`config.mk`:
```
export PLATFORM = sky130hd
export DESIGN_NAME = hdlc_tx_framer_flat
export DESIGN_NICKNAME = d
export VERILOG_FILES = /design/src/rtl/hdlc_pkg.sv /design/src/rtl/hdlc_if.sv /design/src/rtl/hdlc_tx_framer.sv /design/src/flat_wrapper.sv
export SDC_FILE = /design/constraint.sdc
export NUM_CORES = 1
export LEC_CHECK = 0
export ABC_CLOCK_PERIOD_IN_PS = 7430
export BUFFER_PORTS_ARGS = -buffer_cell sky130_fd_sc_hd__buf_2
export CAP_MARGIN = 20
export CORE_ASPECT_RATIO = 1.5
export CORE_UTILIZATION = 35
export CTS_CLUSTER_SIZE = 28
export DETAILED_ROUTE_END_ITERATION = 6
export SLEW_MARGIN = 20
export SYNTH_ARGS = -nofsm -noshare
export SYNTH_HDL_FRONTEND = slang
export SYNTH_SLANG_ARGS = --single-unit
```
`constraint.sdc`:
```
create_clock -name clk_i -period 7.43 [get_ports clk_i]
set_clock_uncertainty 0.15 [all_clocks]
set_input_delay 0.743 -clock clk_i [delete_from_list [all_inputs] [get_ports clk_i]]
set_output_delay 0.743 -clock clk_i [all_outputs]
set_load 0.005 [all_outputs]
```
`src/rtl/hdlc_pkg.sv`:
```
// ----------------------------------------------------------------------------
// hdlc_pkg
// Shared constants, types and bit-level functions of the HDLC transmit framer.
// ----------------------------------------------------------------------------
`default_nettype none

package hdlc_pkg;

  localparam int DataW  = 8;
  localparam int ChunkW = 10;
  localparam int LenW   = 4;
  localparam int RunW   = 3;
  localparam int CrcW   = 16;

  localparam logic [DataW-1:0]  FLAG_BYTE = 8'h7E;
  localparam logic [CrcW-1:0]   CRC_INIT  = 16'hFFFF;
  localparam logic [CrcW-1:0]   CRC_POLY  = 16'h8408;
  localparam logic [LenW-1:0]   FLAG_LEN  = 4'd8;
  localparam logic [RunW-1:0]   RUN_LIMIT = 3'd5;

  localparam logic OP_IDLE = 1'b0;
  localparam logic OP_BYTE = 1'b1;

  typedef struct packed {
    logic [ChunkW-1:0] bits;
    logic [LenW-1:0]   len;
    logic [RunW-1:0]   run;
  } stuff_t;

  function automatic logic [CrcW-1:0] crc_update(input logic [CrcW-1:0] crc,
                                                 input logic [DataW-1:0] b);
    logic [CrcW-1:0] c;
    c = crc ^ {{(CrcW-DataW){1'b0}}, b};
    for (int i = 0; i < DataW; i++) begin
      if (c[0]) begin
        c = (c >> 1) ^ CRC_POLY;
      end else begin
        c = c >> 1;
      end
    end
    return c;
  endfunction

  // A zero is inserted after five ones in a row, counting the run carried in.
  function automatic stuff_t stuff_byte(input logic [DataW-1:0] b,
                                        input logic [RunW-1:0] run_in);
    stuff_t          r;
    logic [LenW-1:0] n;
    logic [RunW-1:0] run;
    r.bits = '0;
    n      = '0;
    run    = run_in;
    for (int i = 0; i < DataW; i++) begin
      r.bits[n] = b[i];
      n = n + 4'd1;
      if (b[i]) begin
        run = run + 3'd1;
        if (run >= RUN_LIMIT) begin
          n   = n + 4'd1;
          run = '0;
        end
      end else begin
        run = '0;
      end
    end
    r.len = n;
    r.run = run;
    return r;
  endfunction

endpackage

`default_nettype wire

```
`src/rtl/hdlc_if.sv`:
```
// ----------------------------------------------------------------------------
// hdlc_if
// Valid/ready channels of the framer: input words and line-bit chunk words.
// ----------------------------------------------------------------------------
`default_nettype none

interface hdlc_item_if;
  import hdlc_pkg::*;

  logic             valid;
  logic             ready;
  logic             operation;
  logic [DataW-1:0] data;
  logic             last_byte;

  modport source (output valid, operation, data, last_byte, input ready);
  modport sink   (input valid, operation, data, last_byte, output ready);
endinterface

interface hdlc_chunk_if;
  import hdlc_pkg::*;

  logic              valid;
  logic              ready;
  logic [ChunkW-1:0] line_bits;
  logic [LenW-1:0]   chunk_length;
  logic              last_of_run;

  modport source (output valid, line_bits, chunk_length, last_of_run, input ready);
  modport sink   (input valid, line_bits, chunk_length, last_of_run, output ready);
endinterface

`default_nettype wire

```
`src/rtl/hdlc_tx_framer.sv`:
```
// ----------------------------------------------------------------------------
// hdlc_tx_framer
// HDLC transmit framer: flags, CRC-16 FCS and zero bit stuffing per byte.
// ----------------------------------------------------------------------------
//  channel  | dir | words
//  item_i   | in  | operation, data, last_byte
//  chunk_o  | out | line_bits, chunk_length, last_of_run
//
// At most one chunk leaves the sequencer per cycle, none while chunk_o stalls:
// a byte inside a frame gives one chunk, a first byte a flag and its data, a
// later last byte its data and both FCS bytes; an idle tick in a frame, none.
// Reset returns the framer to idle between frames with the CRC at 0xFFFF.
// A stalled output register holds its word and the sequencer waits with it.
// ----------------------------------------------------------------------------
`default_nettype none

module hdlc_tx_framer (
  input  wire          clk_i,
  input  wire          rst_ni,
  hdlc_item_if.sink    item_i,
  hdlc_chunk_if.source chunk_o
);
  import hdlc_pkg::*;

  typedef enum logic [4:0] {
    S_IDLE   = 5'b00001,
    S_START  = 5'b00010,
    S_DATA   = 5'b00100,
    S_FCS_LO = 5'b01000,
    S_FCS_HI = 5'b10000
  } state_e;

  state_e            state_q, state_d;
  logic              in_frame_q, in_frame_d;
  logic              first_q, first_d;
  logic [CrcW-1:0]   crc_q, crc_d;
  logic [RunW-1:0]   run_q, run_d;
  logic              op_q;
  logic [DataW-1:0]  data_q;
  logic              last_q;

  logic              out_valid_q, out_valid_d;
  logic [ChunkW-1:0] out_bits_q;
  logic [LenW-1:0]   out_len_q;
  logic              out_last_q;

  logic              adv;
  logic              done;
  logic              emit;
  logic              do_data;
  logic [ChunkW-1:0] em_bits;
  logic [LenW-1:0]   em_len;
  logic              em_last;
  logic              accept;
  stuff_t            st;
  logic [DataW-1:0]  st_byte;

  assign adv    = !out_valid_q || chunk_o.ready;
  assign accept = item_i.valid && item_i.ready;
  assign item_i.ready = (state_q == S_IDLE) || done;

  always_comb begin
    state_d    = state_q;
    in_frame_d = in_frame_q;
    first_d    = first_q;
    crc_d      = crc_q;
    run_d      = run_q;
    done       = 1'b0;
    emit       = 1'b0;
    do_data    = 1'b0;
    em_bits    = {{(ChunkW-DataW){1'b0}}, FLAG_BYTE};
    em_len     = FLAG_LEN;
    em_last    = 1'b0;
    st_byte    = data_q;

    unique case (state_q)
      S_IDLE: begin
      end
      S_START: begin
        if (op_q == OP_IDLE) begin
          if (in_frame_q) begin
            done = 1'b1;
          end else if (adv) begin
            emit    = 1'b1;
            em_last = 1'b1;
            run_d   = '0;
            done    = 1'b1;
          end
        end else if (!in_frame_q) begin
          if (adv) begin
            emit       = 1'b1;
            run_d      = '0;
            crc_d      = CRC_INIT;
            in_frame_d = 1'b1;
            first_d    = 1'b1;
            state_d    = S_DATA;
          end
        end else begin
          do_data = 1'b1;
        end
      end
      S_DATA: begin
        do_data = 1'b1;
      end
      S_FCS_LO: begin
        st_byte = ~crc_q[DataW-1:0];
      end
      S_FCS_HI: begin
        st_byte = ~crc_q[CrcW-1:DataW];
      end
      default: begin
        state_d = S_IDLE;
      end
    endcase

    st = stuff_byte(st_byte, run_q);

    if (adv) begin
      if (do_data) begin
        emit    = 1'b1;
        em_bits = st.bits;
        em_len  = st.len;
        run_d   = st.run;
        crc_d   = crc_update(crc_q, data_q);
        if (last_q && !first_q) begin
          state_d = S_FCS_LO;
        end else begin
          em_last = 1'b1;
          done    = 1'b1;
        end
      end else if (state_q == S_FCS_LO) begin
        emit    = 1'b1;
        em_bits = st.bits;
        em_len  = st.len;
        run_d   = st.run;
        state_d = S_FCS_HI;
      end else if (state_q == S_FCS_HI) begin
        emit       = 1'b1;
        em_bits    = st.bits;
        em_len     = st.len;
        em_last    = 1'b1;
        run_d      = st.run;
        in_frame_d = 1'b0;
        done       = 1'b1;
      end
    end

    if (done) begin
      state_d = S_IDLE;
    end
    if (accept) begin
      state_d = S_START;
      first_d = 1'b0;
    end

    if (emit) begin
      out_valid_d = 1'b1;
    end else if (chunk_o.ready) begin
      out_valid_d = 1'b0;
    end else begin
      out_valid_d = out_valid_q;
    end
  end

  always_ff @(posedge clk_i or negedge rst_ni) begin
    if (!rst_ni) begin
      state_q     <= S_IDLE;
      in_frame_q  <= 1'b0;
      first_q     <= 1'b0;
      crc_q       <= CRC_INIT;
      run_q       <= '0;
      out_valid_q <= 1'b0;
    end else begin
      state_q     <= state_d;
      in_frame_q  <= in_frame_d;
      first_q     <= first_d;
      crc_q       <= crc_d;
      run_q       <= run_d;
      out_valid_q <= out_valid_d;
    end
  end

  always_ff @(posedge clk_i) begin
    if (accept) begin
      op_q   <= item_i.operation;
      data_q <= item_i.data;
      last_q <= item_i.last_byte;
    end
    if (emit) begin
      out_bits_q <= em_bits;
      out_len_q  <= em_len;
      out_last_q <= em_last;
    end
  end

  assign chunk_o.valid        = out_valid_q;
  assign chunk_o.line_bits    = out_bits_q;
  assign chunk_o.chunk_length = out_len_q;
  assign chunk_o.last_of_run  = out_last_q;

endmodule

`default_nettype wire
```
`src/flat_wrapper.sv`:
```
// flat-port wrapper written by rule: the top's interface ports become plain ports
module hdlc_tx_framer_flat import hdlc_pkg::*;
  (clk_i, rst_ni, item_i_valid, item_i_operation, item_i_data, item_i_last_byte, item_i_ready, chunk_o_valid, chunk_o_line_bits, chunk_o_chunk_length, chunk_o_last_of_run, chunk_o_ready);
  hdlc_item_if item_i_i ();
  hdlc_chunk_if chunk_o_i ();
  input  wire clk_i;
  input  wire rst_ni;
  input wire logic [$bits(item_i_i.valid)-1:0] item_i_valid;
  input wire logic [$bits(item_i_i.operation)-1:0] item_i_operation;
  input wire logic [$bits(item_i_i.data)-1:0] item_i_data;
  input wire logic [$bits(item_i_i.last_byte)-1:0] item_i_last_byte;
  output wire logic [$bits(item_i_i.ready)-1:0] item_i_ready;
  output wire logic [$bits(chunk_o_i.valid)-1:0] chunk_o_valid;
  output wire logic [$bits(chunk_o_i.line_bits)-1:0] chunk_o_line_bits;
  output wire logic [$bits(chunk_o_i.chunk_length)-1:0] chunk_o_chunk_length;
  output wire logic [$bits(chunk_o_i.last_of_run)-1:0] chunk_o_last_of_run;
  input wire logic [$bits(chunk_o_i.ready)-1:0] chunk_o_ready;
  assign item_i_i.valid = item_i_valid;
  assign item_i_i.operation = item_i_operation;
  assign item_i_i.data = item_i_data;
  assign item_i_i.last_byte = item_i_last_byte;
  assign item_i_ready = item_i_i.ready;
  assign chunk_o_valid = chunk_o_i.valid;
  assign chunk_o_line_bits = chunk_o_i.line_bits;
  assign chunk_o_chunk_length = chunk_o_i.chunk_length;
  assign chunk_o_last_of_run = chunk_o_i.last_of_run;
  assign chunk_o_i.ready = chunk_o_ready;
  hdlc_tx_framer u_core (.clk_i(clk_i), .rst_ni(rst_ni), .item_i(item_i_i), .chunk_o(chunk_o_i));
endmodule
```
==> reports/qor.txt, run 1 <==
Die area: 0.01615 sq mm
Critical Path Max Stage Delay: 0.59 ns
Clk sink count: 52
First-pass GRT wire length: 24700 microns
Post-synthesis async set-or-reset flop share: 51.92%
Most frequent cells in the layout: buf_4, nand2_1, nor2_1
Top delay family on crit path: simple AND/OR/NAND/NOR gates
Worst slew pin tran: 1.135 ns
Iter 0 DRT Violations: 222
FMAX: 138.2 MHz
YS warnings: 0
Port bufs: 30
Count of pins over their slew limit: 0
Post-cts hold buffer count: 0
Post-Syn Instances: 647
Row cnt: 55
Unique masters post-synth: 76
Remaining global-route overflow: 0
Worst Path Required: 7.33 ns
Final Hold Viols: 0
Root Driver: clkbuf_16
Routed len/inst: 16.25 microns
Period utilisation layout: 97.41%
Status: completed
Number of buffers created by CTS: 5
Critical path class: reg2reg
Final critical-path required period: 7.238 ns
Die width: 104.1 microns
IO Pins: 31
Die H: 155.2 microns
Final setup vio count: 0
Post-DRT Antenna Nets: 0
Vias per std cell: 5.547
Multi-input gate area: 0.004368 sq mm
Slew headroom: 24.37%
Avg Synthesized Cell Area: 8.461 sq um
P&R area growth vs syn: 30.26%
Drt first pass iters: 5
CTS max path bufs: 2
CTS H-tree lvls: 2
Vias: 5220
Hold WC Path Type: in2async
Arr. time, crit path: 7.14 ns
Starting density of the core: 35.99%
CTS tree: built
Initial antenna violation count: 0
Hold slack: 0.3103 ns
Sequential-to-total area share from yosys stat: 26.45%
Final Core Density: 46.89%
Residual DRC: 0
Fill count: 1436
FF+latch area: 0.001448 sq mm
Most common cell after layout, fill and taps aside: buf_4
Max Cap Viol: 0
ANT cells: 0
CP dominant cell by count: nand3_2
GRT Total Usage: 18.90%
Final GP Congestion: 0.8976
Fin nets: 798
WL final: 15300 microns
Worst-Skew Late Latency: 0.30 ns
Dominant synthesized flop cell: edfxtp_1
Slowest-stage cell, CP: dfstp_2
Worst setup EP type: register
Register bit total from synthesis: 52
Post-Syn Area: 0.005474 sq mm
Critical path peak fanout: 5
Critical path buffers and inverters: 2
Worst setup SP type: register
Vias in the first global route: 5280
Post-DP HPWL: 11690 microns
CORE AREA: 0.01521 sq mm
Clock transition at path regs: 0.07 ns
Number of synthesized flops with an enable pin: 25
Share of cells above drive strength 1: 34.91%
Syn Nets: 704
Largest net degree at the start of global routing: 34
-- flip-flops by register name, indices dropped and copies added, names as in the netlist --
name and count:
u_core.chunk_o.line_bits 10, u_core.chunk_o.chunk_length 4, u_core.crc_q 16, u_core.last_q 1
u_core.op_q 1, u_core.chunk_o.last_of_run 1, u_core.first_q 1, u_core.run_q 3
u_core.chunk_o.valid 1, u_core.data_q 8, u_core.state_q 5, u_core.in_frame_q 1
-- cell usage after synthesis (5+ instances only) --
cell,number,area share [%]
nand2_1,60,4.1
nor2_1,58,4.0
ha_1,43,9.8
inv_1,41,2.8
xnor2_1,38,6.1
nand3_1,34,3.1
a21oi_1,28,2.6
mux2i_1,28,5.1
o21ai_0,28,2.6
edfxtp_1,25,14
a31oi_1,18,2.1
dfstp_2,17,8.2
nor3_1,17,1.6
clkbuf_1,15,1.0
xor2_1,14,2.2
and3_1,11,1.3
and2_1,10,1.1
dfrtp_1,10,4.6
nor2b_1,8,0.91
nor4_1,8,0.91
a31o_2,7,1.1
nand2b_1,7,0.80
o31ai_1,7,0.96
a221oi_1,6,0.96
nand4_1,6,0.69
a21o_1,5,0.69
o22ai_1,5,0.57
-- final timing paths --
check                      cells after the start         startpoint                          end  slack (ns)
max reg2reg                                   31  u_core.state_q[0]  u_core.chunk_o.line_bits[3]        0.19
min                                            1             rst_ni               u_core.first_q        0.31
max                                           31  u_core.state_q[0]  u_core.chunk_o.line_bits[3]        0.19
min reg2reg                                    2     u_core.first_q               u_core.first_q        0.36
min in group clk_i                             2     u_core.first_q               u_core.first_q        0.36
max in group asynchronous                      1             rst_ni            u_core.state_q[1]        6.41
-- worst reg2reg max path: cells and delay by family (launching register included) --
kind	cells	cell delay, ns
compound gates	6	1.24
xor+xnor	3	0.58
fa+ha+maj	4	1.09
buf+inv	2	0.28
flops	1	0.59
mux	1	0.32
simple gates	15	2.75
-- through the flow --
stage	TNS (ns)	setup WS [ns]	instance area (sq um)	cells
CTS	0	0.01311	6580	927
global placement	-0.2222	-0.08633	6243	910
global route	-0.3303	-0.07101	7131	941
floorplan	0	0.007138	5535	647
finish	0	0.1922	7131	941
detailed placement	-1.553	-0.2649	6246	910
-- kinds of logic (layout without fill, tap and decap cells) --
family,Yosys count,after routing,share of synthesized area (%)
mux,31,31,5.943
compound gates,147,147,18.58
fa+ha+maj,43,43,9.829
flops,52,52,26.45
simple gates,246,246,22.54
xor+xnor,62,62,11.70
buf+inv,66,161,4.960
-- routing by layer --
layer | vias up | track usage, % | share of wire [%]
met5 | - | 0 | 0
met4 | 0 | 10.88 | 5.4
met3 | 67 | 2.346 | 2.8
met2 | 129 | 36.95 | 54
met1 | 2498 | 19.03 | 37
li1 | 2526 | - | -
-- timing repair --
| item | in CTS | in global routing |
|---|---|---|
| buffers inserted | 9 | 14 |
| pin swaps | 19 | 37 |
| cloned | 0 | 0 |
| endpoints found under the setup margin | 14 | 15 |
| gates resized for setup | 25 | 82 |
-- layout make-up --
class / instances / share of cell area (%)
flip-flops and latches: 52 / 20.30
clock inverters: 2 / 0.1930
well taps: 199 / 3.492
clock buffers: 6 / 1.807
repair buffers: 109 / 10.63
multi-input cells: 529 / 61.26
inverters: 44 / 2.316
Power of run 1 is not shown: default switching activity piles up to over one toggle a cycle in this logic, so the estimate is an artifact.
==> inputs of run 2 (changes only) <==
Settings changed: ABC_CLOCK_PERIOD_IN_PS 7430 to 6300.
Clock period 7.43 ns to 6.3 ns, I/O delays scaled along.
==> run 2 against run 1 <==
  * The run now ends with setup timing left
  * Count of clock-buffer cells in the layout decreased by 1
  * Register-to-register slack got worse by 0.91 ns
  * Sequential share of layout area shrank 2.7 points
  * Final cell count grew 9.4%
  * Critical path type unchanged
  * Highest routed layer unchanged
  * Setup slack worse by 0.91 ns
  * Via count up 5.7%
==> reports/qor.txt, run 2 (synthesis results as in run 1) <==
Post-DRT Antenna Nets: 0 (unchanged)
Fin nets: 886 (was 798)
P&R area growth vs syn: 50.56% (was 30.26%)
CTS H-tree lvls: 2 (unchanged)
Post-cts hold buffer count: 0 (unchanged)
CTS tree: built (unchanged)
Most frequent cells in the layout: buf_4, nand2_1, nor2_1 (unchanged)
Worst slew pin tran: 1.194 ns (was 1.135 ns)
GRT Total Usage: 20.48% (was 18.90%)
Die width: 104.1 microns (unchanged)
Vias: 5518 (was 5220)
Row cnt: 55 (unchanged)
Period utilisation layout: 111.3% (was 97.41%)
CORE AREA: 0.01521 sq mm (unchanged)
Initial antenna violation count: 0 (unchanged)
Iter 0 DRT Violations: 208 (was 222)
Vias per std cell: 5.362 (was 5.547)
Drt first pass iters: 5 (unchanged)
ANT cells: 0 (unchanged)
FMAX: 142.6 MHz (was 138.2 MHz)
Final Worst Setup Slack: -0.7142 ns (was 0.1922 ns)
Violated checks: setup timing
Post-DP HPWL: 12960 microns (was 11690 microns)
Critical Path Max Stage Delay: 0.60 ns (was 0.59 ns)
IO Pins: 31 (unchanged)
Worst Path Required: 6.20 ns (was 7.33 ns)
Worst setup EP type: register (unchanged)
Final Hold Viols: 0 (unchanged)
Placed insts: 997 (was 910)
Critical path peak fanout: 5 (unchanged)
Final setup vio count: 17 (was 0)
Starting density of the core: 35.99% (unchanged)
Max Cap Viol: 0 (unchanged)
Fin cells: 1029 (was 941)
Die area: 0.01615 sq mm (unchanged)
Port bufs: 30 (unchanged)
Setup TNS: -8.949 ns (was 0 ns)
Largest net degree at the start of global routing: 34 (unchanged)
First-pass GRT wire length: 26320 microns (was 24700 microns)
RSZ-0062 raised after global routing: yes
Remaining global-route overflow: 0 (unchanged)
Slowest-stage cell, CP: dfstp_2 (unchanged)
Final GP Congestion: 0.9270 (was 0.8976)
Hold slack: 0.1846 ns (was 0.3103 ns)
Fill count: 1314 (was 1436)
WL final: 16960 microns (was 15300 microns)
Worst setup SP type: register (unchanged)
Hold WC Path Type: in2async (unchanged)
CTS max path bufs: 2 (unchanged)
Number of buffers created by CTS: 5 (unchanged)
Final Core Density: 54.19% (was 46.89%)
Max FFs per register: 16 (unchanged)
Count of pins over their slew limit: 0 (unchanged)
Worst-Skew Late Latency: 0.30 ns (about the same)
Arr. time, crit path: 6.92 ns (was 7.14 ns)
Critical path class: reg2reg (unchanged)
Final critical-path required period: 7.014 ns (was 7.238 ns)
Clock transition at path regs: 0.07 ns (about the same)
Vias in the first global route: 5721 (was 5280)
Most common cell after layout, fill and taps aside: buf_4 (unchanged)
Die H: 155.2 microns (unchanged)
Slew headroom: 20.41% (was 24.37%)
R2R depth: 34 (was 31)
Share of cells above drive strength 1: 45.90% (was 34.91%)
Routed len/inst: 16.48 microns (was 16.25 microns)
Residual DRC: 0 (unchanged)
CP dominant cell by count: ha_4 (was nand3_2)
Status: finished with violations (was completed)
Root Driver: clkbuf_16 (unchanged)
Clk sink count: 52 (unchanged)
Largest Register: u_core.crc_q (unchanged)
run 2: changes by cell type in the layout (fill, tap and decap cells not counted), sizes merged:
cell	change
clkinvlp	+2
buf	+88
inv	-1
clkbuf	-1
run 2: through the flow:
| step | area [sq um] | setup slack [ns] |
|---|---|---|
| 2_1_floorplan | 5792 | -0.8581 |
| 3_3_place_gp | 7144 | -0.8208 |
| 3_5_place_dp | 7147 | -1.012 |
| 4_1_cts | 7804 | -0.6671 |
| 5_1_grt | 8242 | -1.013 |
| 6_report | 8242 | -0.7142 |
run 2: worst max-delay path, delay by kind of cell, from the launching register on:
kind	cells	cell delay (ns)
buffers and inverters	5	0.43
multiplexers	1	0.31
adder cells (fa/ha/maj)	5	0.95
AND/OR/NAND/NOR	13	2.30
XOR/XNOR	3	0.76
AO/OA/AOI/OAI	7	1.24
flip-flops	1	0.60
run 2: worst paths after layout:
| kind | from | end | slack, ns |
|---|---|---|---|
| max in group asynchronous | rst_ni | u_core.state_q[1] | 5.37 |
| min in group clk_i | item_i_operation | u_core.op_q | 0.35 |
| worst max-delay path | u_core.state_q[0] | u_core.chunk_o.line_bits[3] | -0.71 |
| worst max register to register | u_core.state_q[0] | u_core.chunk_o.line_bits[3] | -0.71 |
| worst min-delay path | rst_ni | u_core.first_q | 0.18 |
| worst min register to register | u_core.first_q | u_core.first_q | 0.36 |
run 2: cell type report:
cell class / instances / area [sq um] / area share (%)
timing repair buffer: 197 / 1446 / 17.55
sequential: 52 / 1450 / 17.60
multi-input combinational: 529 / 4777 / 57.96
inverter: 44 / 170.2 / 2.065
clock buffer: 5 / 125.1 / 1.518
tap: 199 / 249.0 / 3.021
clock inverter: 3 / 23.77 / 0.2884
run 2: timing repair:
item                                    4_1_cts  5_1_grt
buffers inserted                             16       10
endpoints found under the setup margin       17       17
resized for setup                            64       63
endpoints found under the hold margin         0        0
pin swaps                                    50       43
run 2: routing by layer:
layer | vias to the layer above | track usage, % | share of wire, %
met5 | - | 0 | 0
met4 | 0 | 13.67 | 5.8
met3 | 61 | 2.053 | 2.1
met2 | 117 | 41.27 | 55
met1 | 2641 | 19.18 | 37
li1 | 2699 | - | -
Power of run 2 is left out for the same reason.
==> inputs of run 3 (changes only) <==
Settings changed: CORE_UTILIZATION 35 to 55, PLACE_DENSITY from default to 0.76, SLEW_MARGIN 20 to default.
==> run 3 against run 2 <==
  * The run still ends with setup timing left
  * Fmax fell by 4.4%
  * Global-route usage up 14 points
  * Setup slack got worse by 0.33 ns
  * Largest cell class unchanged
  * Highest routed layer unchanged
==> reports/qor.txt, run 3 (synthesis results as in run 1) <==
Clk sink count: 52 (unchanged)
Levels on crit path: 39 (was 34)
CORE AREA: 0.009689 sq mm (was 0.01521 sq mm)
Drt first pass iters: 5 (unchanged)
Hold slack: 0.1780 ns (was 0.1846 ns)
Routing usage on met1: 34.08% (was 19.18%)
Largest net degree at the start of global routing: 33 (was 34)
Iter 0 DRT Violations: 815 (was 208)
Fill count: 431 (was 1314)
CTS tree: built (unchanged)
Die H: 124.2 microns (was 155.2 microns)
Most frequent cells in the layout: buf_4, nand2_1, nor2_1 (unchanged)
Violated checks: setup timing (unchanged)
Remaining global-route overflow: 0 (unchanged)
Post-DP HPWL: 12350 microns (was 12960 microns)
Critical path buffers and inverters: 8 (was 5)
WL final: 22400 microns (was 16960 microns)
IO Pins: 31 (unchanged)
FMAX: 136.2 MHz (was 142.6 MHz)
RSZ-0062 raised after global routing: yes (unchanged)
Worst-Skew Late Latency: 0.31 ns (was 0.30 ns)
Residual DRC: 0 (unchanged)
Largest Register: u_core.crc_q (unchanged)
Root Driver: clkbuf_16 (unchanged)
Vias per std cell: 6.860 (was 5.362)
ANT cells: 0 (unchanged)
Max Cap Viol: 0 (unchanged)
Port bufs: 30 (unchanged)
Worst slew pin tran: 0.8880 ns (was 1.194 ns)
Post-DRT Antenna Nets: 0 (unchanged)
Die width: 83.46 microns (was 104.1 microns)
Worst setup SP type: register (unchanged)
Critical Path Max Stage Delay: 0.59 ns (was 0.60 ns)
Top delay family on crit path: simple AND/OR/NAND/NOR gates (unchanged)
CTS H-tree lvls: 2 (unchanged)
Final GP Congestion: 0.9352 (was 0.9270)
Worst setup EP type: register (unchanged)
Status: finished with violations (unchanged)
Fin nets: 892 (was 886)
Top Usage Layer GRT: met2 (unchanged)
FF+latch area: 0.001450 sq mm (unchanged)
Die area: 0.01036 sq mm (was 0.01615 sq mm)
Number of buffers created by CTS: 5 (unchanged)
Period utilisation layout: 116.5% (was 111.3%)
Final Hold Viols: 0 (unchanged)
Critical path class: reg2reg (unchanged)
CTS max path bufs: 2 (unchanged)
First-pass GRT wire length: 28660 microns (was 26320 microns)
Max FFs per register: 16 (unchanged)
M2 GR Usage: 67.83% (was 41.27%)
Row cnt: 44 (was 55)
Count of pins over their slew limit: 0 (unchanged)
Arr. time, crit path: 7.24 ns (was 6.92 ns)
Hold WC Path Type: in2async (unchanged)
M3 GR Usage: 5.103% (was 2.053%)
P&R area growth vs syn: 51.34% (was 50.56%)
Routed len/inst: 23.55 microns (was 16.48 microns)
Final Worst Setup Slack: -1.041 ns (was -0.7142 ns)
Slowest-stage cell, CP: dfstp_2 (unchanged)
Most common cell after layout, fill and taps aside: buf_4 (unchanged)
Vias: 6524 (was 5518)
Multi-input gate area: 0.004862 sq mm (was 0.004777 sq mm)
Slew headroom: 40.80% (was 20.41%)
Final Core Density: 85.50% (was 54.19%)
Worst Path Required: 6.20 ns (about the same)
Initial antenna violation count: 0 (unchanged)
Critical path peak fanout: 5 (unchanged)
Starting density of the core: 56.50% (was 35.99%)
Vias in the first global route: 6029 (was 5721)
Share of cells above drive strength 1: 47.85% (was 45.90%)
Final setup vio count: 17 (unchanged)
R2R depth: 39 (was 34)
Clock transition at path regs: 0.08 ns (was 0.07 ns)
GRT Total Usage: 34.84% (was 20.48%)
Final critical-path required period: 7.341 ns (was 7.014 ns)
run 3: timing repair:
action	4_1_cts	5_1_grt
hold buffers	0	0
pin swaps	44	43
buffers inserted	24	14
gates resized for setup	79	75
endpoints found under the setup margin	17	17
run 3: worst paths after layout:
| path | start | endpoint | slack (ns) |
|---|---|---|---|
| max in group asynchronous | rst_ni | u_core.state_q[2] | 5.37 |
| min | rst_ni | u_core.run_q[0] | 0.18 |
| min reg2reg | u_core.first_q | u_core.first_q | 0.38 |
| max reg2reg | u_core.state_q[0] | u_core.chunk_o.line_bits[0] | -1.04 |
| max | u_core.state_q[0] | u_core.chunk_o.line_bits[0] | -1.04 |
| min in group clk_i | item_i_data[5] | u_core.data_q[5] | 0.35 |
run 3: metal layers:
metal  wire, microns  vias to the layer above  part of all wire, %
li1                -                     2717                    -
met3            1892                      217                  8.4
met2           10960                      579                   49
met4            2245                        0                   10
met5               0                        -                    0
met1            7301                     3011                   33
run 3: worst register-to-register path, delay by kind of cell (launching register included):
family                     cells  cell delay (ns)
AOI/OAI and AO/OA              6             1.07
xor gates and xnor gates       3             0.69
adders and majority gates      6             1.15
buffers and inverters          8             0.78
DFF                            1             0.59
muxes                          2             0.37
and+or+nand+nor               14             2.27
run 3: cell type report:
type / instances / share of cell area [%]
flip-flops and latches: 52 / 17.50
multi-input cells: 529 / 58.69
well taps: 115 / 1.737
inverters: 44 / 2.145
repair buffers: 203 / 18.12
clock buffers: 6 / 1.601
clock inverters: 2 / 0.1963
run 3: per-stage QoR:
stage,std cells,area [sq um],setup TNS (ns),setup WS (ns)
after CTS,939,7744,-6.392,-0.5652
after global placement,906,6987,-8.697,-0.7043
after detailed placement,907,6994,-12.51,-0.9629
final,951,8284,-14.89,-1.041
after floorplan,647,5792,-8.742,-0.8581
after global routing,951,8284,-19.69,-1.337
Power of run 3 is left out for the same reason.
